[src/design/qrs_div_cell.sv]
// One divider cell: settles one quotient bit by restoring subtraction.
module qrs_div_cell #(
  parameter int NUM_W  = 35,
  parameter int DEN_W  = 17,
  parameter int SIDE_W = 1
) (
  input  logic              clk_i,
  input  logic              rst_ni,
  input  logic              en_i,
  input  logic              valid_i,
  input  logic [DEN_W-1:0]  rem_i,
  input  logic [NUM_W-1:0]  nq_i,
  input  logic [DEN_W-1:0]  den_i,
  input  logic [SIDE_W-1:0] side_i,
  output logic              valid_o,
  output logic [DEN_W-1:0]  rem_o,
  output logic [NUM_W-1:0]  nq_o,
  output logic [DEN_W-1:0]  den_o,
  output logic [SIDE_W-1:0] side_o
);

  logic [DEN_W:0] rem_sh, diff;
  logic           ge;

  // The numerator drains from the top while quotient bits fill the bottom.
  assign rem_sh = {rem_i, nq_i[NUM_W-1]};
  assign ge     = rem_sh >= (DEN_W+1)'(den_i);
  assign diff   = rem_sh - (DEN_W+1)'(den_i);

  always_ff @(posedge clk_i or negedge rst_ni) begin
    if (!rst_ni) begin
      valid_o <= 1'b0;
    end else if (en_i) begin
      valid_o <= valid_i;
    end
  end

  always_ff @(posedge clk_i) begin
    if (en_i) begin
      rem_o  <= ge ? diff[DEN_W-1:0] : rem_sh[DEN_W-1:0];
      nq_o   <= {nq_i[NUM_W-2:0], ge};
      den_o  <= den_i;
      side_o <= side_i;
    end
  end

endmodule

[config.mk]
export PLATFORM = sky130hd
export DESIGN_NAME = qrs_div_cell
export DESIGN_NICKNAME = d
export VERILOG_FILES = /design/src/design/qrs_div_cell.sv
export SDC_FILE = /design/constraint.sdc
export NUM_CORES = 1
export LEC_CHECK = 0
export BUFFER_PORTS_ARGS = -buffer_cell sky130_fd_sc_hd__buf_2
export CAP_MARGIN = 20
export CELL_PAD_IN_SITES_DETAIL_PLACEMENT = 1
export CELL_PAD_IN_SITES_GLOBAL_PLACEMENT = 2
export CORE_MARGIN = 1.5
export CORE_UTILIZATION = 34
export CTS_BUF_LIST = sky130_fd_sc_hd__clkbuf_2
export CTS_CLUSTER_SIZE = 16
export DETAILED_ROUTE_END_ITERATION = 7
export PLACE_DENSITY_LB_ADDON = 0.1
export SKIP_CTS_REPAIR_TIMING = 1
export SYNTH_ARGS = -nofsm -noshare
export SYNTH_HDL_FRONTEND = slang
export SYNTH_SLANG_ARGS = --single-unit
[constraint.sdc]
create_clock -name clk_i -period 1.5 [get_ports clk_i]
set_input_delay 0.3 -clock clk_i [delete_from_list [all_inputs] [get_ports clk_i]]
set_output_delay 0.3 -clock clk_i [all_outputs]
set_load 0.05 [all_outputs]
-- Word level (Yosys, flattened, before mapping)
Index checks and enable logic that the tools add are counted.
- word-level logic and storage cells: 8
- bits in registers: 71
- add/sub/neg operators: 1
- $lt $le $gt $ge: 1
- muxes and demuxes: 1
- operators by type and width (kind ; number):
    $ge A18 B17 Y1 ; 1
    $mux W17 ; 1
    $sub A17 B17 Y17 ; 1

-- Depth between registers and ports, before layout
- word-level depth: 2
- depth in mapped cells: 12

-- Worst setup path after synthesis
No wires, ideal clock.
- kind: input -> register
- from: input nq_i[34]
- to: register rem_o[10], data pin
- path buffers: 1
- setup slack: -0.908 ns
- stages on the path: 12
- arrival: 2.148 ns
- required time: 1.240 ns
- path through: inv_1 -> ha_1 -> inv_1 -> fa_1 -> a21oi_1 -> or3_4 -> a21oi_4 -> o21bai_4 -> and2_4 -> buf_12 -> inv_12 -> mux2_4
- word-level cells in the longest chain between the ends: 2
- elaborated cells on any way between the ends: 3
- those cells by class: add/sub: 1; order compare: 1; mux: 1
- ends and longest elaborated chain (what ; line ; source):
    start: declaration ; 12 ; input logic [NUM_W-1:0] nq_i,
    $ge A18 B17 Y1 ; 27 ; assign ge = rem_sh >= (DEN_W+1)'(den_i);
    net ge ; 23 ; logic ge;
    $mux W17 ; 40 ; rem_o <= ge ? diff[DEN_W-1:0] : rem_sh[DEN_W-1:0];
    end signal: assignment ; 40 ;
    end: declaration ; 16 ; output logic [DEN_W-1:0] rem_o,
The timed path passes the listed nets, and every way through them passes these cells.
A chain may end at the register's enable or synchronous reset.

-- Worst setup path in the final report
- from: input nq_i[34]
- to: register rem_o[5], data pin
- word-level cells in the longest chain between the ends: 2
- elaborated cells on any way between the ends: 3
- those cells by class: add/sub: 1; order compare: 1; mux: 1
- ends and longest elaborated chain (what ; line):
    $sub A17 B17 Y17 or $ge A18 B17 Y1 (tied branches) ; 28, 27
    $mux W17 (*) ; 40
Every way passes the cells marked *; elsewhere a longest branch is shown, timed or not.

==> summary.md <==
| Metric | Value |
|---|---|
| Skew-Pair Late Insertion Delay | `550 ps` |
| Core Util, Final | `0.634` |
| Nets | `592` |
| Clk pwr share | `0.201` |
| CP Max Fanout | `5` |
| Yosys warning count | `0` |
| Final Hold Fails | `0` |
| Worst setup margin | `-335 ps` |
| Placer congestion estimate | `0.761` |
| Flops & latches, synth | `roughly 70` |
| Syn Inst Count | `between 200 and 250` |
| Area grow syn2layout | `79.0%` |
| Worst Tran Pin Value | `just over 400 ps` |
| Gr usage total | `0.173` |
| HPWL Detailed | `7.05 mm` |
| Fmax | `545 MHz` |
| Starting Density | `0.354` |
| Worst vdd ir | `around 0.38 mV` |
| Worst EP required | `1800 ps` |
| Post-synthesis sequential area ratio | `0.641` |
| TritonCTS clock tree | `built` |
| Slew Limit Fails | `0` |
| Mapped Area | `~0.0033 mm2` |
| CP Class | `in2reg` |
| Worst Hold Depth | `2` |
| Clock Pin Slew Worst Setup and Hold Paths | `240 ps` |
| Vias in the first global route | `2,699` |
| Hold Crit Class | `in2reg` |
| WL/cell | `18.7 um` |
| Clk buf depth | `2` |
| TNS Setup | `-4440 ps` |
| Sequential Power Share | `0.427` |
| Fin crit share | `1.22` |
| Io pins | `145` |
| Distinct cells, synth | `47` |
| First-pass GRT wire length | `13.5 mm` |
| Synth top area share | `0.633` |
| Combinational power share | `0.373` |
| Failing checks | `negative setup slack` |
| GR Overflow Total | `0` |
| Syn nets | `~320` |
| Clock sink count | `a little over 70` |
| Leakage power | `roughly 2.6 nW` |
| Vias | `2,959` |
| CP peak stage delay | `around 360 ps` |
| Fraction of registers with async set/reset | `0.0141` |
| Starting DRT DRC Count | `55` |
| Die X-Extent | `between 100 and 150 um` |
| Routed vias/inst | `4.66` |
| Pin count of the biggest net entering global routing | `26` |
| P_sw | `0.00212 W` |
| PwrDens | `990 mW/mm2` |
| Initial antenna violation count | `1` |
| Synthesized area per cell | `14.8 um2` |
| RSZ-0062 raised after global routing | `true` |
| Status | `finished with violations` |
| Core ar. | `0.00937 mm2` |
| Worst slew margin | `0.724` |
| CP endpoint kind | `register` |
| MaxCap Viol Count | `0` |
| Post-synth EDFFs | `70` |
| Post-route minimum period | `between 1500 and 2000 ps` |
| Most frequent cell after synthesis | `edfxtp_1` |
| Die Y | `approximately 100 um` |
| Commonest register cell after synthesis | `edfxtp_1` |
| Cell Chain, Critical Path | `buf_8 -> inv_8 -> ha_4 -> inv_2 -> fa_2 -> a21oi_2 -> or3_4 -> a21oi_4 -> o21bai_4 -> and2_4 -> inv_6 -> mux2_4` |
| WP data arrival | `2130 ps` |
| Internal Power | `about 0.0038 W` |
| R2R cell count | `1` |
| CTS Buf Count | `9` |
| Critical Path Start Type | `primary input` |
| Clock skew | `0 ps` |
| H-tree depth | `3` |
| Ranking of synthesized cells by area | `edfxtp_1 63%, ha_1 6.4%, mux2_4 4.5%, inv_1 2.5%, xnor2_1 2.1%` |
| Detailed Route WL | `around 12 mm` |
| Hold slack | `95.6 ps` |
| Port buffer count | `144` |
| Die area | `0.0104 mm2` |
| Synth top cells by count | `70 x edfxtp_1, 22 x inv_1, 17 x ha_1, 13 x a21oi_1, 10 x mux2_4` |
| Slowest cell on crit path | `or3_4` |
| Sw Share | `0.360` |
| Antenna Nets Post-Route | `0` |
| Share of layout cells above drive strength 1 | `0.533` |
| Placement Cell Area | `0.00470 mm2` |
| Row Count | `35` |
| Residual DRC | `0` |
| DR pass1 iterations | `4` |
| Post-route cell area | `0.00594 mm2` |
| Dpl ws | `-1000 ps` |
| Setup violators final | `23` |
| Cell taking the most area after synthesis | `edfxtp_1` |
| Root Buffer Master | `clkbuf_2` |
[critical path: cells and delay by family]
| family | cells | cell delay, ps |
|---|---|---|
| compound gates | 3 | 340 |
| fa+ha+maj | 2 | 340 |
| buf+inv | 4 | 280 |
| mux | 1 | 300 |
| simple gates | 2 | 580 |
[power groups by stage]
stage | clock, W | combinational [W] | sequential [W]
floorplan | 0 | 0.000468 | 0.00319
finish | 0.00118 | 0.00219 | 0.00251
detailed placement | 0 | 0.00177 | 0.00250
global route | 0.00129 | 0.00231 | 0.00253
global placement | 0 | 0.00174 | 0.00249
CTS | 0.00122 | 0.00178 | 0.00246
[cells in the final DEF (no fill, tap or decap), types with 3 or more instances in the layout]
cell type,count
a21o_1,3
a21oi_1,10
a21oi_2,4
and2_1,3
buf_12,3
buf_2,73
buf_4,76
buf_6,56
clkbuf_2,10
clkinvlp_4,3
dlygate4sd3_1,56
edfxtp_1,70
ha_1,11
ha_4,6
inv_1,20
mux2_4,10
nand2_1,7
nand2b_1,3
nand3_1,7
nor2_1,6
nor3_1,3
o21ai_0,4
xnor2_1,8
xor2_1,3
[path summary, 6_finish.rpt]
kind	slack (ps)	start	to
worst min register to register	690	valid_o	valid_o
min in group asynchronous	580	rst_ni	valid_o
worst max-delay path	-330	nq_i[34]	rem_o[5]
worst max register to register	630	valid_o	valid_o
max in group asynchronous	820	rst_ni	valid_o
worst min-delay path	100	rem_i[3]	rem_o[4]
[state kept, by name, indices dropped and copies added (netlist names)]
| name | flops |
|---|---|
| nq_o | 35 |
| den_o | 17 |
| rem_o | 17 |
| side_o | 1 |
| valid_o | 1 |
[cell type report]
cell class | count | area (um2)
clock inverter | 6 | 70.1
timing repair inverter | 1 | 8.76
multi-input combinational | 129 | 1210
inverter | 23 | 106
sequential | 71 | 2130
antenna | 1 | 2.50
clock buffer | 10 | 50.0
timing repair buffer | 265 | 2200
fill | 993 | 3430
tap | 129 | 161
[stage by stage]
| step | power [W] | instances |
|---|---|---|
| after floorplan | 0.00366 | 224 |
| after global placement | 0.00424 | 556 |
| after detailed placement | 0.00428 | 556 |
| after CTS | 0.00545 | 572 |
| after global routing | 0.00613 | 635 |
| final | 0.00589 | 635 |
[logic make-up (layout without fill, tap and decap cells)]
group,after synthesis,in the layout,share of synthesized area
other cells,0,1,0
simple gates,41,41,0.0667
buf+inv,24,305,0.0358
fa+ha+maj,18,18,0.0701
xor+xnor,11,11,0.0290
flops,71,71,0.641
mux,12,12,0.0516
compound gates,47,47,0.106
[metal layers]
layer  GRT usage  wire length (um)  vias to the layer above
met5           0                 0                        -
met4      0.0474               251                        0
met3      0.0486               724                       22
met2       0.298              6350                      114
met1       0.214              4560                     1419
li1            -                 -                     1404
Note: power is estimated with default switching activity, not from simulation.
