==> src/design/qrs_pkg.sv <==
// Shared types and constants for the quadratic root solver.
package qrs_pkg;

  localparam int ROOT_W = 48;
  localparam int KIND_W = 2;

  typedef enum logic [KIND_W-1:0] {
    KIND_NONE   = 2'd0,
    KIND_SINGLE = 2'd1,
    KIND_TWO    = 2'd2
  } root_kind_e;

endpackage

==> src/design/qrs_front.sv <==
// Front stages: sign split, products, discriminant, case selection and radicand.
module qrs_front import qrs_pkg::*; #(
  parameter int CW     = 16,
  parameter int F      = 16,
  parameter int SQ_W   = 33,
  parameter int NUM_W  = 35,
  parameter int DEN_W  = 17,
  parameter int SIDE_W = 5 + 2 * 35 + 17
) (
  input  logic              clk_i,
  input  logic              rst_ni,
  input  logic              en_i,
  input  logic              valid_i,
  input  logic [CW-1:0]     coef_a_i,
  input  logic [CW-1:0]     coef_b_i,
  input  logic [CW-1:0]     coef_c_i,
  output logic              valid_o,
  output logic [2*SQ_W-1:0] rad_o,
  output logic [SIDE_W-1:0] side_o
);

  localparam int PROD_W   = 2 * CW - 1;
  localparam int DLT_W    = 2 * CW + 1;
  localparam int RAD_FULL = DLT_W + 2 * F;
  localparam int RAD_W    = (RAD_FULL > 128) ? 128 : RAD_FULL;
  localparam int RAD_PW   = 2 * SQ_W;

  // Stage A: signs and magnitudes.
  logic          a_valid_q;
  logic          na_q, nb_q, nc_q;
  logic [CW-1:0] ma_q, mb_q, mc_q;
  logic [CW-1:0] ma_d, mb_d, mc_d;

  assign ma_d = coef_a_i[CW-1] ? (~coef_a_i + CW'(1)) : coef_a_i;
  assign mb_d = coef_b_i[CW-1] ? (~coef_b_i + CW'(1)) : coef_b_i;
  assign mc_d = coef_c_i[CW-1] ? (~coef_c_i + CW'(1)) : coef_c_i;

  always_ff @(posedge clk_i or negedge rst_ni) begin
    if (!rst_ni) begin
      a_valid_q <= 1'b0;
    end else if (en_i) begin
      a_valid_q <= valid_i;
    end
  end

  always_ff @(posedge clk_i) begin
    if (en_i) begin
      na_q <= coef_a_i[CW-1];
      nb_q <= coef_b_i[CW-1];
      nc_q <= coef_c_i[CW-1];
      ma_q <= ma_d;
      mb_q <= mb_d;
      mc_q <= mc_d;
    end
  end

  // Stage B: b*b and a*c on magnitudes.
  logic              b_valid_q;
  logic              b_na_q, b_nb_q, b_nc_q;
  logic [CW-1:0]     b_ma_q, b_mb_q, b_mc_q;
  logic [PROD_W-1:0] bb_q, ac_q;
  logic [2*CW-1:0]   bb_full, ac_full;

  assign bb_full = (2*CW)'(mb_q) * (2*CW)'(mb_q);
  assign ac_full = (2*CW)'(ma_q) * (2*CW)'(mc_q);

  always_ff @(posedge clk_i or negedge rst_ni) begin
    if (!rst_ni) begin
      b_valid_q <= 1'b0;
    end else if (en_i) begin
      b_valid_q <= a_valid_q;
    end
  end

  always_ff @(posedge clk_i) begin
    if (en_i) begin
      b_na_q <= na_q;
      b_nb_q <= nb_q;
      b_nc_q <= nc_q;
      b_ma_q <= ma_q;
      b_mb_q <= mb_q;
      b_mc_q <= mc_q;
      bb_q   <= bb_full[PROD_W-1:0];
      ac_q   <= ac_full[PROD_W-1:0];
    end
  end

  // Stage C: discriminant sign and the numerator/denominator set-up.
  logic [DLT_W-1:0]    bb_ext, four_ac, delta;
  logic                add_case, pos, zero;
  logic [RAD_FULL-1:0] rad_full;
  logic [RAD_PW-1:0]   rad_d;
  root_kind_e          kind;
  logic                degen, neg_pre;
  logic [NUM_W-1:0]    bs, negb, mag_pre;
  logic [DEN_W-1:0]    den;
  logic                c_valid_q;
  logic [RAD_PW-1:0]   rad_q;
  logic [SIDE_W-1:0]   side_q;

  assign bb_ext   = DLT_W'(bb_q);
  assign four_ac  = {ac_q, 2'b00};
  // Opposite signs of a and c make -4ac positive, so delta is a plain sum.
  assign add_case = (ac_q != '0) && (b_na_q != b_nc_q);
  assign pos      = add_case || (bb_ext > four_ac);
  assign zero     = !add_case && (bb_ext == four_ac);
  assign delta    = add_case ? (bb_ext + four_ac) : (bb_ext - four_ac);
  assign rad_full = RAD_FULL'(delta) << (2 * F);
  assign rad_d    = RAD_PW'(rad_full[RAD_W-1:0]);
  assign bs       = NUM_W'(b_mb_q) << F;
  assign negb     = b_nb_q ? bs : (~bs + NUM_W'(1));

  always_comb begin
    kind    = KIND_NONE;
    degen   = 1'b0;
    neg_pre = 1'b0;
    mag_pre = '0;
    den     = DEN_W'(1);
    if (b_ma_q == '0) begin
      if (b_mb_q == '0) begin
        degen = 1'b1;
      end else begin
        kind    = KIND_SINGLE;
        mag_pre = NUM_W'(b_mc_q) << F;
        neg_pre = (b_mc_q != '0) && (b_nc_q == b_nb_q);
        den     = DEN_W'(b_mb_q);
      end
    end else if (pos) begin
      kind = KIND_TWO;
      den  = DEN_W'(b_ma_q) << 1;
    end else if (zero) begin
      kind    = KIND_SINGLE;
      mag_pre = NUM_W'(b_mb_q) << F;
      neg_pre = (b_mb_q != '0) && (b_nb_q == b_na_q);
      den     = DEN_W'(b_ma_q) << 1;
    end
  end

  always_ff @(posedge clk_i or negedge rst_ni) begin
    if (!rst_ni) begin
      c_valid_q <= 1'b0;
    end else if (en_i) begin
      c_valid_q <= b_valid_q;
    end
  end

  always_ff @(posedge clk_i) begin
    if (en_i) begin
      rad_q  <= rad_d;
      side_q <= {kind, degen, neg_pre, b_na_q, negb, mag_pre, den};
    end
  end

  assign valid_o = c_valid_q;
  assign rad_o   = rad_q;
  assign side_o  = side_q;

endmodule

==> config.mk <==
export PLATFORM = sky130hd
export DESIGN_NAME = qrs_front
export DESIGN_NICKNAME = d
export VERILOG_FILES = /design/src/design/qrs_pkg.sv /design/src/design/qrs_front.sv
export SDC_FILE = /design/constraint.sdc
export NUM_CORES = 1
export LEC_CHECK = 0
export CAP_MARGIN = 20
export CORE_MARGIN = 3
export CORE_UTILIZATION = 50
export CTS_CLUSTER_DIAMETER = 80
export DETAILED_ROUTE_END_ITERATION = 10
export DONT_BUFFER_PORTS = 1
export GPL_ROUTABILITY_DRIVEN = 0
export PLACE_DENSITY = 0.69
export REMOVE_ABC_BUFFERS = 1
export SYNTH_ARGS = -nofsm -noshare
export SYNTH_HDL_FRONTEND = slang
export SYNTH_SLANG_ARGS = --single-unit
==> constraint.sdc <==
create_clock -name clk_i -period 8.5 [get_ports clk_i]
set_input_delay 0.85 -clock clk_i [delete_from_list [all_inputs] [get_ports clk_i]]
set_output_delay 0.85 -clock clk_i [all_outputs]
set_load 0.01 [all_outputs]
# [Word level (Yosys, flattened, before mapping)]
# Index checks and enable logic that the tools add are counted.
[op_classes] add_sub_neg=6 multipliers=2 n_lt_le_gt_ge=1 eq_ne=4 muxes=22 bitwise=4 reduce_logical=11
[op_table] cell="two-way mux 32 bit" n=4
[op_table] cell="multiplier 16 x 16 -> 31 bit" n=2
[op_table] cell="two-way mux 17 bit" n=3
[op_table] cell="adder 16 x 1 -> 16 bit (second input constant)" n=3
[op_table] cell="NOT 16 bit" n=3
[op_table] cell="two-way mux 15 bit" n=3
[op_table] cell="adder 35 x 1 -> 35 bit (second input constant)" n=1
[op_table] cell="two-way mux 35 bit" n=1
[op_table] cell="NOT 32 -> 35 bit" n=1
[op_table] cell="adder 31 x 33 -> 33 bit" n=1
[op_table] cell="equality test 31 x 33 -> 1 bit" n=1
[op_table] cell="greater-than comparator 31 x 33 -> 1 bit" n=1
[op_table] cell="two-way mux 33 bit" n=1
[op_table] cell="subtractor 31 x 33 -> 33 bit" n=1
[op_table] cell="logical NOT 16 bit" n=2
[op_table] cell="nonzero test 16 bit" n=2
[op_table] cell="nonzero test 31 bit" n=1
[op_table] cell="two-way mux 16 bit" n=1
[op_table] cell="two-way mux 1 bit" n=7
[op_table] cell="logical AND 1 bit" n=4
[op_table] cell="two-way mux 2 bit" n=2
[op_table] cell="equality test 1 bit" n=2
[op_table] cell="logical NOT 1 bit" n=1
[op_table] cell="logical OR 1 bit" n=1
[op_table] cell="!= test 1 bit" n=1
[word_totals] regBits=292 out_inout_bits=159 word_cells=74

# [Depth between registers and ports, before layout]
[logic_depth] depth_word=7 ltp_mapped=25

# [Worst setup path before layout]
# No wires, ideal clock.
[synth_timing] path_type="register to register" start="register mc_q[1]" end="register ac_q[30], data pin" setup_time_ns=0.260 arrival_time_ns=5.941 slack_ns=2.299 stages_incl_launch_ff=22 path_buffers=1 cell_sequence="edfxtp_1 clkbuf_1 nand2_1 fa_1 fa_1 fa_1 fa_1 inv_1 fa_1 inv_1 fa_1 inv_1 ha_1 a21o_1 a211o_1 a21oi_1 a31oi_1 a221o_1 a21o_1 a21o_1 a41oi_2 xnor2_1"
[synth_between] elab_chain_len=1
[synth_rtl] element="start: declaration" line="qrs_front.sv:31" rtl="logic [CW-1:0] ma_q, mb_q, mc_q;"
[synth_rtl] element="start signal: assignment" line="qrs_front.sv:53" rtl="mc_q <= mc_d;"
[synth_rtl] element="multiplier 16 x 16 -> 31 bit" line="qrs_front.sv:65" rtl="assign ac_full = (2*CW)'(ma_q) * (2*CW)'(mc_q);"
[synth_rtl] element="via ac_full[30]" line="qrs_front.sv:62" rtl="logic [2*CW-1:0] bb_full, ac_full;"
[synth_rtl] element="end signal: assignment" line="qrs_front.sv:84" rtl="ac_q <= ac_full[PROD_W-1:0];"
[synth_rtl] element="end: declaration" line="qrs_front.sv:61" rtl="logic [PROD_W-1:0] bb_q, ac_q;"
# The timed path passes the listed nets, and every way through them passes these cells.
# A chain may end at the register's enable or synchronous reset.

# [Worst setup path in the final report]
[layout_timing] start="register mb_q[2]" end="register bb_q[30], data pin"
[layout_between] elab_chain_len=1
[layout_rtl] element="start: declaration" line="qrs_front.sv:31"
[layout_rtl] element="start signal: assignment" line="qrs_front.sv:52" rtl="mb_q <= mb_d;"
[layout_rtl] element="multiplier 16 x 16 -> 31 bit" line="qrs_front.sv:64" rtl="assign bb_full = (2*CW)'(mb_q) * (2*CW)'(mb_q);"
[layout_rtl] element="via bb_full[30]" line="qrs_front.sv:62"
[layout_rtl] element="end signal: assignment" line="qrs_front.sv:83" rtl="bb_q <= bb_full[PROD_W-1:0];"
[layout_rtl] element="end: declaration" line="qrs_front.sv:61"
# The timed path passes the listed nets, and every way through them passes these cells.

==> metrics <==
DRC violations left 0; CP max FO 17; first-pass GRT wire length 110800 um; RSZ-0062 raised after global routing no; commonest register cell after synthesis edfxtp_1; ANT nets after route 0; post-layout net count 3485; initial antenna violation count 3; number of global-route vias before repair 20460; clk slew on worst S/H paths 0.06 ns; worst reg2reg path startpoint mb_q[2]$_DFFE_PP_; Avg Cell Area, Syn 9.940 um2; outcome complete, no violations; Syn Std Cell Area 28570 um2; final setup vio count 0; Area growth syn-to-layout 4.756%; most frequent CP cell fa_1; Crit path max-delay family adder cells; CTS tree done; Worst setup SP type flip-flop; via count 20130; Post-synth ARST share 1.186%; Initial DRC Count 1889; GRT overflow 0; Final Max Slew Viols 0; hold path cells 0; total track usage 23.41%; Final period util 79.30%; Seq cells post-synth 253; Slowest cell on crit path edfxtp_1; reg2reg end bb_q[30]$_DFFE_PP_; Initial Util 51.15%; Seq/Total Area, Yosys 26.54%; Hold Path Sink nb_q$_DFFE_PP_; reg2reg setup slack 1.76 ns; drt pass-1 iters 6; Worst-Skew Late Latency 0.59 ns; Final Critical Period 6.740 ns; die area 60040 um2; Worst R2R Path Depth 22; die height 245.0 um; worst min path class in2reg; Site Rows 86; CTS H-Tree Depth 1; ANT cells 0; WS Path Type reg2reg; routed vias/inst 5.611; Ports 211; CTS sink cnt 253; critical-path cell list inv_1 -> nor2_1 -> ha_1 -> xor2_1 -> fa_1 -> inv_1 -> fa_1 -> fa_1 -> fa_1 -> inv_1 -> fa_1 -> inv_1 -> ha_1 -> a21o_1 -> a21oi_1 -> o21ai_0 -> a21oi_1 -> a2bb2oi_2 -> a21oi_1 -> a221o_1 -> a21oi_1 -> xnor2_1; WL per Instance 19.58 um; fmax 148.4 MHz; worst endpoint required time 8.82 ns; I/O Buffers 0; largest net degree at the start of global routing 254; DP HPWL 55960 um; Worst setup EP type flip-flop; post-CTS sizing 0; Routed WL 70220 um; max capacitance violation total 0; Least-Margin Pin Slew 1.095 ns; core area 55850 um2; Post-CTS Setup Inserts 0; CP peak stage delay 0.75 ns; YS warnings 0; CTS Buf Count 31; Clock Skew 0.01664 ns; commonest non-fill, non-tap cell in the layout inv_1; Netlist cell types 75; Die W 245.0 um; share of cells above drive strength 1 2.747%; placed cells 3528; most frequent cells in the layout inv_1 (534), fa_1 (357), nand2_1 (308); Fin. Hold Viols 0; Critical path buffers and inverters 4; Post-synth EDFFs 250; Syn Inst Count 2874; Final TNS setup 0 ns; total stage count of the critical path 22; Post-Layout Cell Count 3587; slew margin rel. 26.74%; crit path DAT 7.06 ns; Hold Path Origin coef_b_i[15]; Bufs on Longest Clock Path 3; root buf cell clkbuf_16; fill count 4846
[layer usage]
layer / GRT usage (%) / routed length, um
met1: 32.93 / 29490
met2: 36.68 / 32100
met3: 4.730 / 6175
met4: 7.312 / 2452
met5: 0 / 0
[sequential cells by signal (all words and copies together) (netlist names), 29 cells and up]
signal	cells
side_o	56
rad_o	32
ac_q	31
bb_q	29
[Yosys cell counts (all sizes together) (5+ instances only)]
cell | n | share of area [%]
a2111oi | 5 | 0.15
a211oi | 11 | 0.31
a21o | 40 | 1.1
a21oi | 122 | 2.2
a221oi | 6 | 0.23
a22o | 23 | 0.71
a31oi | 17 | 0.39
and2 | 160 | 3.5
and3 | 13 | 0.28
and4 | 6 | 0.18
buf | 88 | 2.2
clkbuf | 75 | 0.99
edfxtp | 250 | 26
fa | 357 | 25
ha | 262 | 11
inv | 534 | 7.0
mux2 | 5 | 0.20
nand2 | 309 | 4.1
nand2b | 18 | 0.39
nand3 | 18 | 0.32
nand4 | 12 | 0.26
nor2 | 116 | 1.5
nor2b | 19 | 0.42
nor3 | 26 | 0.46
nor4 | 24 | 0.55
o211ai | 10 | 0.26
o21a | 10 | 0.26
o21ai | 74 | 1.3
o21bai | 14 | 0.37
o31ai | 19 | 0.50
or2 | 6 | 0.13
or3 | 19 | 0.42
xnor2 | 111 | 3.4
xor2 | 39 | 1.2
[through the flow]
step           hold slack (ns)  setup slack, ns  cell area (um2)  utilization [%]
4_1_cts                 0.3291            1.793            29930            53.59
6_report                0.3609            1.760            29930            53.59
5_1_grt                 0.3373            1.396            29930            53.59
2_1_floorplan           0.4003            2.355            27900                -
3_5_place_dp            0.4221            1.806            28860            51.67
3_3_place_gp            0.4073            1.947            28860            51.67
[how the worst max path moves through the flow]
stage                            start                  to  slack (ns)
finish               mb_q[2]$_DFFE_PP_  bb_q[30]$_DFFE_PP_        1.76
detailed placement  ma_q[10]$_DFFE_PP_  ac_q[30]$_DFFE_PP_        1.81
CTS                  ma_q[9]$_DFFE_PP_  ac_q[30]$_DFFE_PP_        1.79
floorplan            ma_q[7]$_DFFE_PP_  ac_q[30]$_DFFE_PP_        2.35
global placement     ma_q[7]$_DFFE_PP_  ac_q[30]$_DFFE_PP_        1.95
global route         mb_q[2]$_DFFE_PP_  bb_q[30]$_DFFE_PP_        1.40
[what timing repair did]
action / CTS / global route
endpoints found under the setup margin: 0 / 0
hold buffers: 1 / 0
endpoints found under the hold margin: 3 / 0
[cell type report]
class | count | area, um2 | area share, %
inverters | 534 | 2004 | 6.698
repair buffers | 2 | 17.52 | 0.05853
clock buffers | 34 | 787.0 | 2.630
well taps | 748 | 935.9 | 3.127
flip-flops and latches | 253 | 7582 | 25.34
clock inverters | 24 | 272.8 | 0.9114
multi-input cells | 1992 | 18330 | 61.24
[kinds of logic (layout without fill, tap and decap cells)]
logic type      Yosys count  count (layout)  synth area share [%]
compound gates          384             384                 8.834
xor+xnor                150             150                 4.599
fa+ha+maj               619             619                 36.49
buf+inv                 697             594                 10.24
flops                   253             253                 26.54
mux                       9               9                0.3372
other cells               1              69               0.01313
simple gates            761             761                 12.94
Power is left out: the tool's default activity adds up to more than one toggle a clock period on the data nets, which glitch-free logic cannot reach.
