**config.mk**
```make
export PLATFORM = sky130hd
export DESIGN_NAME = qrs_sqrt_cell
export DESIGN_NICKNAME = d
export VERILOG_FILES = /design/src/design/qrs_sqrt_cell.sv
export SDC_FILE = /design/constraint.sdc
export NUM_CORES = 1
export LEC_CHECK = 0
export ABC_CLOCK_PERIOD_IN_PS = 1550
export BUFFER_PORTS_ARGS = -buffer_cell sky130_fd_sc_hd__buf_2
export CAP_MARGIN = 20
export CORE_UTILIZATION = 52
export CTS_CLUSTER_DIAMETER = 120
export DETAILED_ROUTE_END_ITERATION = 10
export PLACE_DENSITY = 0.95
export RECOVER_POWER = 50
export SLEW_MARGIN = 20
export SYNTH_ARGS = -nofsm -noshare
export SYNTH_HDL_FRONTEND = slang
export SYNTH_SLANG_ARGS = --single-unit
```
**constraint.sdc**
```tcl
create_clock -name clk_i -period 1.55 [get_ports clk_i]
set_input_delay 0.31 -clock clk_i [delete_from_list [all_inputs] [get_ports clk_i]]
set_output_delay 0.31 -clock clk_i [all_outputs]
set_load 0.1 [all_outputs]
```
**src/design/qrs_sqrt_cell.sv**
```systemverilog
// One square root cell: settles one root bit from two radicand bits.
module qrs_sqrt_cell #(
  parameter int SQ_W   = 33,
  parameter int SIDE_W = 8
) (
  input  logic              clk_i,
  input  logic              rst_ni,
  input  logic              en_i,
  input  logic              valid_i,
  input  logic [2*SQ_W-1:0] rad_i,
  input  logic [SQ_W+1:0]   rem_i,
  input  logic [SQ_W-1:0]   root_i,
  input  logic [SIDE_W-1:0] side_i,
  output logic              valid_o,
  output logic [2*SQ_W-1:0] rad_o,
  output logic [SQ_W+1:0]   rem_o,
  output logic [SQ_W-1:0]   root_o,
  output logic [SIDE_W-1:0] side_o
);

  localparam int RAD_PW = 2 * SQ_W;

  logic [SQ_W+3:0] rem_sh, trial, diff;
  logic            ge;

  assign rem_sh = {rem_i, rad_i[RAD_PW-1 -: 2]};
  assign trial  = (SQ_W+4)'({root_i, 2'b01});
  assign ge     = rem_sh >= trial;
  assign diff   = rem_sh - trial;

  always_ff @(posedge clk_i or negedge rst_ni) begin
    if (!rst_ni) begin
      valid_o <= 1'b0;
    end else if (en_i) begin
      valid_o <= valid_i;
    end
  end

  always_ff @(posedge clk_i) begin
    if (en_i) begin
      rad_o  <= {rad_i[RAD_PW-3:0], 2'b00};
      rem_o  <= ge ? diff[SQ_W+1:0] : rem_sh[SQ_W+1:0];
      root_o <= {root_i[SQ_W-2:0], ge};
      side_o <= side_i;
    end
  end

endmodule

```
## Word level (Yosys, flattened, before mapping)

Cells that the tools add are included.
Widths: inputs -> output; s select.

- Register bits after elaboration: 141
- Input port bits: 146
- Output and inout port bits: 143
- Word-level logic and storage cells: 8

- Add/subtract/negate cells: 1
- $lt $le $gt $ge: 1
- Mux-type cells: 1

Operator list:

| operator | count |
|---|---|
| $ge 37x35->1 | 1 |
| $mux 35 | 1 |
| $sub 35x35->35 | 1 |

## Depth between registers and ports, before layout

Gate-level depths: netlist of the first run.

- Word-level depth: 2
- Gate-level depth with buffers: 13
- Depth with buffers taken out: 10

## Worst setup path before layout of the first run

Ideal clock, no wire load.

- Path kind: in2reg
- Start: input root_i[4]
- End: register rem_o[10], data pin
- Setup time: 260 ps
- Data arrival time: 2632 ps
- Required time: 1290 ps
- Path slack: -1343 ps
- Cell stages on the path: 12
- Buffers on the path: 2
- Cell sequence: inv_1 > ha_1 > o21a_1 > o211ai_2 > a311oi_1 > nor4_2 > a2111oi_2 > o21a_2 > o211a_1 > buf_6 > buf_12 > mux2_4

- Longest elaborated chain between the ends: 2
- Elaborated cells between the ends (all ways): 3
- Those cells by class: add/sub: 1; order compare: 1; mux: 1

RTL lines:

| what | line | source |
|---|---|---|
| start: declaration | 12 | `input logic [SQ_W-1:0] root_i,` |
| $sub 35x35->35 / $ge 37x35->1 (equally long branches) | 29, 28 |  |
| $mux 35 * | 42 | `rem_o <= ge ? diff[SQ_W+1:0] : rem_sh[SQ_W+1:0];` |
| end signal: assignment | 42 |  |
| end: declaration | 16 | `output logic [SQ_W+1:0] rem_o,` |

Every way passes the cells marked *; elsewhere a longest branch is shown, timed or not.
A chain may end at the register's enable or synchronous reset.

## Worst setup path after layout of the first run

- Start: input root_i[8]
- End: register rem_o[25], data pin

Same word-level chain as after synthesis.

==> impl_metrics.tcl, run 1 <==
set metrics [dict create \
    status "finished with violations" \
    violations "setup timing" \
    crit_fanout 5 \
    fin_crit_ns 2.58 \
    finalNonFillerCells 1118 \
    numPortBuffers 286 \
    std_cell_rows 41 \
    cts_max_level 4 \
    fillers 628 \
    ys.warnings.count 0 \
    critPathMaxStageDelay_ns 0.45 \
    rsz0062_at_grt "true" \
    vias 6481 \
    regArea_sq_um 4230 \
    multi_input_area_sq_um 2880 \
    setup_viol 36 \
    die_h_microns 117 \
    start_kind "input pin" \
    hold_viol_final 0 \
    crit_start "root_i[8]" \
    synth_area_sq_um 6900 \
    setup_slack_ns -1.03 \
    path_cells "clkbuf_1 > inv_1 > ha_4 > a21oi_1 > nor2b_1 > nor4_4 > a2111oi_4 > o21a_2 > buf_4 > buf_6 > o21ai_0 > o32ai_2" \
    fp.dieW_microns 117 \
    layout_commonest_cell "buf_2" \
    cp_data_required_time_ns 1.71 \
    tightest_slew_ns 0.847 \
    ys_types 58 \
    synth_edf_count 140 \
    critPathSlowestCell "o21ai_0" \
    critical_path.endpoint "rem_o[25]$_DFFE_PP_" \
    placedCellCount 1054 \
    clock_latency_ns 0.41 \
    core_area_sq_um 12800 \
    overflow 0 \
    netlist_instances 498 \
    nNetsFinal 1109 \
    max_cap_violations 0 \
    drt-total-wl_mm 25.0 \
    fin_util_pct 83.7 \
    max_freq_mhz 387 \
    ys_seq_elements 141 \
    reg2reg_from "valid_o$_DFFE_PN0P_" \
    postSynthAreaPerCell_sq_um 13.9 \
    die_area_sq_um 13700 \
    arrival_ns 2.74 \
    timing.hold.ws_ns 0.0653 \
    drive_gt1_share_pct 58.1 \
    max_slew_margin_pct 43.5 \
    power.density_nw_per_um2 1340 \
    synth_seq_area_share_pct 61.3 \
    path_clk_slew_ns 0.07 \
    drt-pass1-iter-count 9 \
    drc 0 \
    p_leak_uw 0.00492 \
    fin_worst_skew_ns 0 \
    boundaryPins 289 \
    worstSetupEndpointType "flop" \
    grt_first_pass_wirelength_mm 31.7 \
    vias_per_cell 5.80 \
    dp_hpwl_mm 15.5 \
    rr_endpoint "valid_o$_DFFE_PN0P_" \
    vdd_drop_max_uv 959 \
    synthArstFlopShare_pct 0.709 \
    layout_common_cells "buf_2, edfxtp_1, buf_4, inv_1, mux2_4" \
    cts_tree "built" \
    postRouteAntennaNets 0 \
    area_growth_pct 54.8 \
    clockBufferDepth 2 \
    worst-r2r-cell-count 1 \
    drt_iter0_drc 762 \
    initial_utilization_pct 54.0 \
    cts_sinks 141 \
    timing.final.crit_share_pct 167 \
    cts-buffers-inserted 17 \
    routedWlPerCell_microns 22.3 \
    gp_congestion 0.884 \
    synthFlopType "edfxtp_1" \
    grt_max_degree 35 \
    crit_type "input pin to flop" \
    grt.total_usage_pct 31.6 \
    grt_antenna_before_repair 2 \
    cts_root_buf "clkbuf_16" \
    maxSlewViolCount 0 \
    grt_pass1_vias 6041 \
    reg2reg_slack_ns 0.78 \
    min_path_type "input pin to flop" \
]
-- synthesized netlist by cell type, drive strengths merged (2+ instances only) --
master | n | area share, %
a21o | 26 | 2.8
o31a | 2 | 0.25
mux2 | 32 | 6.6
or4 | 2 | 0.22
mux2i | 3 | 0.44
o211ai | 3 | 0.47
a31o | 4 | 0.51
or3 | 2 | 0.18
or2 | 2 | 0.18
buf | 8 | 1.4
o21ai | 13 | 0.94
a211oi | 2 | 0.22
inv | 41 | 2.2
nand2b | 2 | 0.18
clkbuf | 10 | 0.54
nand4 | 8 | 0.73
a311oi | 2 | 0.25
nor2b | 4 | 0.36
ha | 35 | 6.3
nor2 | 22 | 1.2
nor3 | 2 | 0.15
o221ai | 4 | 0.51
nand3 | 9 | 0.65
and3 | 4 | 0.36
a31oi | 2 | 0.18
edfxtp | 140 | 61
nand2 | 25 | 1.4
a21oi | 30 | 2.2
a2111oi | 2 | 0.44
o21a | 4 | 0.45
xor2 | 14 | 1.8
nor4 | 3 | 0.36
xnor2 | 19 | 2.4
o21bai | 3 | 0.33
-- worst max-delay path: cells and delay by family --
| kind | cells | cell delay, ns |
|---|---|---|
| AO/OA/AOI/OAI | 5 | 1.19 |
| adder cells (fa/ha/maj) | 1 | 0.26 |
| buffers and inverters | 4 | 0.47 |
| AND/OR/NAND/NOR | 2 | 0.49 |
-- state kept, by name, indices dropped and copies added, names as in the netlist --
signal / cells
root_o: 33
rad_o: 64
valid_o: 1
rem_o: 35
side_o: 8
-- area by class of cell --
class,count,share of cell area [%]
well taps,172,2.01
flip-flops and latches,141,39.6
multi-input cells,299,26.9
clock inverters,15,1.04
clock buffers,17,3.98
diodes,5,0.117
inverters,41,1.74
repair buffers,428,24.6
-- where the power goes --
part / total (uW) / internal, uW / switching (uW)
Clock: 3750 / 2070 / 1690
Sequential: 4780 / 4670 / 108
Combinational: 5800 / 1590 / 4210
Total: 14300 / 8330 / 6010
-- worst min-delay path by stage --
stage	end	slack, ns	cells past startpoint	from
floorplan	valid_o$_DFFE_PN0P_	0.01	0	rst_ni
finish	rad_o[54]$_DFFE_PP_	0.07	1	rad_i[52]
detailed placement	valid_o$_DFFE_PN0P_	0.09	1	rst_ni
global placement	valid_o$_DFFE_PN0P_	0.09	1	rst_ni
global route	rad_o[45]$_DFFE_PP_	0.05	1	rad_i[43]
CTS	rad_o[15]$_DFFE_PP_	0.05	1	rad_i[13]
-- per-layer routing --
metal	track usage [%]	wire [microns]	part of all wire, %
met5	0	0	0
met4	20.3	1730	6.9
met3	9.53	2450	9.8
met2	56.0	12400	50
met1	32.6	8420	34
-- logic make-up (layout without fill, tap and decap cells) --
group	after synthesis	after routing	share of synthesized area, %
DFF	141	141	61.3
AOI/OAI and AO/OA	107	107	10.8
and+or+nand+nor	87	87	6.14
buffers and inverters	59	501	4.15
adders and majority gates	35	35	6.34
muxes	35	35	7.01
xor gates and xnor gates	33	33	4.19
other	1	7	0.0543
-- what timing repair did --
item | in CTS | in global routing
hold buffers | 1 | 0
hold endpoints to repair | 1 | 0
gates cloned | 1 | 1
setup endpoints to repair | 37 | 40
pin swaps | 16 | 27
setup buffers | 16 | 10
resized for setup | 32 | 66
-- stage by stage --
| step | setup slack [ns] | cell area, sq um | TNS, ns | power [uW] |
|---|---|---|---|---|
| floorplan | -1.13 | 7090 | -38.40 | 8860 |
| global placement | -1.37 | 9480 | -48.02 | 9980 |
| detailed placement | -1.45 | 9480 | -49.75 | 10100 |
| CTS | -1.01 | 10300 | -34.45 | 14000 |
| global route | -1.04 | 10700 | -36.32 | 14700 |
| finish | -1.03 | 10700 | -34.74 | 14300 |
(Power assumes the default switching activity.)
==> run 2, diff against run 1 <==
--- a/config.mk
+++ b/config.mk
@@ -12,7 +12,6 @@
 export CTS_CLUSTER_DIAMETER = 120
 export DETAILED_ROUTE_END_ITERATION = 10
 export PLACE_DENSITY = 0.95
-export RECOVER_POWER = 50
 export SLEW_MARGIN = 20
 export SYNTH_ARGS = -nofsm -noshare
 export SYNTH_HDL_FRONTEND = slang
==> impl_metrics.tcl, run 2 (synthesis gave the netlist of run 1 again) <==
set metrics [dict create \
    initial_utilization_pct 54.0 \
    drt_iter0_drc 736 \
    overflow 0 \
    timing.final.crit_share_pct 166 \
    finalNonFillerCells 1118 \
    min_delay_path_depth 1 \
    layout_commonest_cell "buf_2" \
    rr_endpoint "valid_o$_DFFE_PN0P_" \
    regMostFlops "rad_o" \
    vdd_drop_max_uv 963 \
    drc 0 \
    hp-start "rad_i[52]" \
    min_to "rad_o[54]$_DFFE_PP_" \
    drt-total-wl_mm 25.0 \
    status "finished with violations" \
    reg.largest.list "rad_o: 64 flops, rem_o: 35 flops, root_o: 33 flops" \
    grt_first_pass_wirelength_mm 31.7 \
    max_slew_margin_pct 62.8 \
    cts-buffers-inserted 17 \
    setup_slack_ns -1.02 \
    worst-r2r-cell-count 1 \
    numPortBuffers 286 \
    cts_tree "built" \
    layout_common_cells "buf_2, edfxtp_1, buf_4, inv_1, mux2_4" \
    path_clk_slew_ns 0.07 \
    cts_max_level 4 \
    dp_hpwl_mm 15.5 \
    worstSetupEndpointType "flop" \
    p_leak_uw 0.00498 \
    fillers 606 \
    tightest_slew_ns 0.551 \
    fin_crit_ns 2.57 \
    reg2reg_from "valid_o$_DFFE_PN0P_" \
    hold_viol_final 0 \
    min_path_type "input pin to flop" \
    fin_worst_skew_ns 0 \
    setup_viol 36 \
    reg2reg_slack_ns 0.78 \
    drt-pass1-iter-count 7 \
    maxSlewViolCount 0 \
    fp.dieW_microns 117 \
    clockBufferDepth 2 \
    grt_pass1_vias 6041 \
    grt.total_usage_pct 31.6 \
    cp_data_required_time_ns 1.70 \
    max_freq_mhz 388 \
    grt_antenna_before_repair 2 \
    violations "setup timing" \
    crit_fanout 4 \
    core_area_sq_um 12800 \
    arrival_ns 2.73 \
    start_kind "input pin" \
    cts_root_buf "clkbuf_16" \
    vias_per_cell 5.81 \
    power.density_nw_per_um2 1340 \
    boundaryPins 289 \
    die_area_sq_um 13700 \
    largest_reg_flops 64 \
    die_h_microns 117 \
    postRouteAntennaNets 0 \
    timing.hold.ws_ns 0.0585 \
    cts_sinks 141 \
    crit_type "input pin to flop" \
    area_growth_pct 55.7 \
    drive_gt1_share_pct 59.8 \
    max_cap_violations 0 \
    rsz0062_at_grt "true" \
    vias 6499 \
    std_cell_rows 41 \
    clock_latency_ns 0.42 \
    placedCellCount 1054 \
    gp_congestion 0.884 \
    nNetsFinal 1109 \
    routedWlPerCell_microns 22.4 \
    grt_max_degree 35 \
]
-- run 2: worst max path at each step --
| stage | startpoint | end | slack, ns | cells after the start |
|---|---|---|---|---|
| after floorplan | root_i[23] | rem_o[10]$_DFFE_PP_ | -1.13 | 11 |
| after global placement | root_i[0] | rem_o[2]$_DFFE_PP_ | -1.37 | 12 |
| after detailed placement | root_i[0] | rem_o[2]$_DFFE_PP_ | -1.45 | 12 |
| after CTS | root_i[0] | rem_o[7]$_DFFE_PP_ | -1.01 | 13 |
| after global routing | root_i[26] | rem_o[16]$_DFFE_PP_ | -1.04 | 12 |
| final | rem_i[21] | rem_o[25]$_DFFE_PP_ | -1.02 | 12 |
-- run 2: critical path: stages --
cell and delay [ns]:
buf_2 0.12, ha_1 0.33, buf_4 0.18, nand2_1 0.12
o21bai_1 0.14, a21oi_2 0.21, o221ai_2 0.18, o21a_2 0.26
buf_4 0.13, buf_6 0.11, o21ai_0 0.46, o32ai_2 0.17
-- run 2: power by group --
part	total, uW	internal, uW	switching [uW]
sequential	4780	4670	109
clock	3760	2070	1690
combinational	5820	1610	4220
total	14400	8350	6020
-- run 2: final cells by class --
type	instances	area (sq um)	share of cell area, %
clock buffer	17	425	3.96
inverter	41	186	1.73
clock inverter	15	111	1.04
tap	172	215	2.00
multi-input combinational	299	2880	26.8
sequential	141	4230	39.3
timing repair buffer	428	2690	25.0
antenna	5	12.5	0.116
-- run 2: metal layers --
metal | GRT usage [%] | vias up | wire length [microns]
met1 | 32.6 | 3060 | 8450
met4 | 20.3 | 0 | 1730
li1 | - | 2731 | -
met3 | 9.53 | 171 | 2440
met2 | 56.0 | 537 | 12400
met5 | 0 | - | 0
-- run 2: per-stage QoR --
stage | power (uW) | TNS [ns] | cell area (sq um) | setup WS [ns] | utilization [%]
after CTS | 14000 | -34.45 | 10300 | -1.01 | 80.8
after detailed placement | 10100 | -49.75 | 9480 | -1.45 | 74.2
after global routing | 14700 | -35.58 | 10700 | -1.04 | 84.1
final | 14400 | -34.16 | 10700 | -1.02 | 84.2
after floorplan | 8860 | -38.40 | 7090 | -1.13 | -
after global placement | 9980 | -48.02 | 9480 | -1.37 | 74.2
-- run 2: timing repair --
| item | in CTS | in global routing |
|---|---|---|
| cloned | 1 | 1 |
| pin swaps | 16 | 27 |
| setup endpoints to repair | 37 | 40 |
| endpoints found under the hold margin | 1 | 0 |
| resized for setup | 32 | 66 |
| hold buffers | 1 | 0 |
| buffers inserted | 16 | 10 |
==> run 3, diff against run 2 <==
--- a/config.mk
+++ b/config.mk
@@ -5,13 +5,14 @@
 export SDC_FILE = /design/constraint.sdc
 export NUM_CORES = 1
 export LEC_CHECK = 0
-export ABC_CLOCK_PERIOD_IN_PS = 1550
+export ABC_AREA = 1
+export ABC_CLOCK_PERIOD_IN_PS = 2090
 export BUFFER_PORTS_ARGS = -buffer_cell sky130_fd_sc_hd__buf_2
 export CAP_MARGIN = 20
-export CORE_UTILIZATION = 52
+export CORE_UTILIZATION = 45
 export CTS_CLUSTER_DIAMETER = 120
 export DETAILED_ROUTE_END_ITERATION = 10
-export PLACE_DENSITY = 0.95
+export PLACE_DENSITY = 0.88
 export SLEW_MARGIN = 20
 export SYNTH_ARGS = -nofsm -noshare
 export SYNTH_HDL_FRONTEND = slang
==> constraint.sdc (replaced) <==
create_clock -name clk_i -period 2.09 [get_ports clk_i]
set_input_delay 0.418 -clock clk_i [delete_from_list [all_inputs] [get_ports clk_i]]
set_output_delay 0.418 -clock clk_i [all_outputs]
set_load 0.1 [all_outputs]
==> impl_metrics.tcl, run 3 <==
set metrics [dict create \
    cts_root_buf "clkbuf_16" \
    vdd_drop_max_uv 536 \
    grt_antenna_before_repair 1 \
    multi_input_area_sq_um 2840 \
    max_slew_margin_pct 64.0 \
    yosysTopAreaCell "edfxtp_1" \
    ys.warnings.count 0 \
    crit_type "input pin to flop" \
    seq_power_share_pct 34.6 \
    overflow 0 \
    place_ws_ns -0.352 \
    reg.largest.list "rad_o: 64 flops, rem_o: 35 flops, root_o: 33 flops" \
    hold_viol_final 0 \
    regMostFlops "rad_o" \
    setup_slack_ns 0.116 \
    clock_latency_ns 0.43 \
    p_leak_uw 0.00556 \
    max_freq_mhz 507 \
    path_cells "buf_2 > ha_1 > nand2_1 > inv_1 > nand2_1 > and2_2 > nand2_1 > a21oi_1 > nand4_4 > buf_12 > nand3_1 > nand2_1" \
    area_growth_pct 42.7 \
    critPathMaxStageDelay_ns 0.36 \
    die_area_sq_um 17500 \
    cts_tree "built" \
    tns_ns 0 \
    fin_util_pct 65.7 \
    routedWlPerCell_microns 15.0 \
    drc 0 \
    vias 7077 \
    synth_edf_count 140 \
    vias_per_cell 4.81 \
    core_area_sq_um 16600 \
    timing.hold.ws_ns 0.159 \
    min_path_type "input pin to flop" \
    drt-total-wl_mm 22.0 \
    cts-buffers-inserted 17 \
    synth_area_leaders "edfxtp_1, nand2_1, inv_1, ha_1, nand3_1" \
    path_clk_slew_ns 0.07 \
    fin_crit_ns 1.97 \
    synth.top_cell.area_share_pct 55.1 \
    std_cell_rows 47 \
    netSwitchingFraction_pct 42.2 \
    grt_max_degree 52 \
    grt.total_usage_pct 25.1 \
    reg2reg_slack_ns 1.34 \
    timing.final.crit_share_pct 94.4 \
    dp_hpwl_mm 17.5 \
    place_area_sq_um 10300 \
    arrival_ns 2.15 \
    layout_commonest_cell "buf_2" \
    postRouteAntennaNets 0 \
    start_kind "input pin" \
    numPortBuffers 286 \
    cp_data_required_time_ns 2.27 \
    p_switching_uw 4270 \
    synth_commonest_cells "nand2_1, edfxtp_1, inv_1" \
    ys_types 37 \
    crit_fanout 17 \
    tightest_slew_ns 0.544 \
    drive_gt1_share_pct 39.8 \
    pwr-share-clk_pct 28.2 \
    ys_seq_elements 141 \
    drt-pass1-iter-count 5 \
    synthFlopType "edfxtp_1" \
    maxSlewViolCount 0 \
    synthArstFlopShare_pct 0.709 \
    cts_sinks 141 \
    worstSetupEndpointType "flop" \
    postSynthAreaPerCell_sq_um 9.40 \
    cpMostUsedCell "nand2_1" \
    fp.dieW_microns 132 \
    comb_power_share_pct 37.3 \
    fin_worst_skew_ns 0 \
    p_int_uw 5860 \
    die_h_microns 132 \
    crit_buf_inv 3 \
    postCtsSetupBuffers 0 \
    yosysMostFrequentCell "nand2_1" \
    netlist_instances 812 \
    synth_area_sq_um 7630 \
    grt_pass1_vias 6869 \
    cts_max_level 4 \
    critPathSlowestCell "ha_1" \
    synth_seq_area_share_pct 55.4 \
    boundaryPins 289 \
    power.density_nw_per_um2 931 \
    max_cap_violations 0 \
    setup_viol 0 \
    layout_common_cells "buf_2, nand2_1, edfxtp_1, inv_1, buf_4" \
    clockBufferDepth 2 \
    regArea_sq_um 4230 \
    status "complete, no violations" \
    grt_first_pass_wirelength_mm 33.7 \
    drt_iter0_drc 432 \
    gp_congestion 0.914 \
    initial_utilization_pct 46.0 \
    crit_family "simple AND/OR/NAND/NOR gates" \
    stdcell_area_sq_um 10900 \
    largest_reg_flops 64 \
    fillers 1341 \
    nNetsFinal 1418 \
]
run 3: cell count changes after synthesis, sizes merged, moves of 7 or more:
| cell | previous run | this run |
|---|---|---|
| nand2 | 25 | 266 |
| inv | 41 | 128 |
| nand3 | 9 | 80 |
| nor2 | 22 | 65 |
| mux2 | 32 | 1 |
| a21o | 26 | 1 |
| xnor2 | 19 | 1 |
| clkbuf | 10 | 0 |
| nand3b | 0 | 8 |
| o21ai | 13 | 6 |
run 3: power by group through the flow:
| stage | clock network (uW) | registers [uW] | logic [uW] |
|---|---|---|---|
| 2_1_floorplan | 0 | 5560 | 769 |
| 3_3_place_gp | 0 | 3560 | 3710 |
| 3_5_place_dp | 0 | 3570 | 3760 |
| 4_1_cts | 2880 | 3510 | 3770 |
| 5_1_grt | 2980 | 3530 | 3950 |
| 6_report | 2850 | 3510 | 3780 |
run 3: what timing repair did:
item / CTS / global route
endpoints found under the setup margin: 0 / 31
endpoints found under the hold margin: 1 / 0
resized for setup: 0 / 5
hold buffers: 1 / 0
run 3: routing by layer:
metal	up-vias	global-route usage (%)	routed length (microns)
met3	48	4.65	1340
li1	3515	-	-
met2	280	46.5	11600
met4	0	11.8	722
met5	-	0	0
met1	3234	27.8	8380
run 3: worst paths after layout:
path | from | cells past startpoint | end
min in group asynchronous | rst_ni | 2 | valid_o$_DFFE_PN0P_
max in group asynchronous | rst_ni | 2 | valid_o$_DFFE_PN0P_
worst min-delay path | rad_i[2] | 1 | rad_o[4]$_DFFE_PP_
worst min register to register | valid_o$_DFFE_PN0P_ | 1 | valid_o$_DFFE_PN0P_
worst max register to register | valid_o$_DFFE_PN0P_ | 1 | valid_o$_DFFE_PN0P_
worst max-delay path | rem_i[26] | 12 | rem_o[19]$_DFFE_PP_
run 3: metrics by stage:
step / cells / power [uW]
after global routing: 1471 / 10500
after detailed placement: 1437 / 7320
after floorplan: 813 / 6330
final: 1471 / 10100
after CTS: 1470 / 10200
after global placement: 1437 / 7270
run 3: cells by family (layout without fill, tap and decap cells):
group	count (synthesis)	after routing	share of synthesized area [%]
simple gates	436	436	26.0
flops	141	141	55.4
buf+inv	139	576	7.62
compound gates	42	42	3.10
fa+ha+maj	35	35	5.74
xor+xnor	17	17	1.95
other cells	1	3	0.0491
mux	1	1	0.148
run 3: final cells by class:
| cell class | count | share of cell area [%] |
|---|---|---|
| Multi-Input combinational cell | 533 | 26.1 |
| Clock buffer | 18 | 3.94 |
| Tap cell | 220 | 2.53 |
| Clock inverter | 14 | 1.14 |
| Inverter | 128 | 4.41 |
| Timing Repair Buffer | 416 | 23.0 |
| Antenna cell | 1 | 0.0230 |
| Sequential cell | 141 | 38.8 |
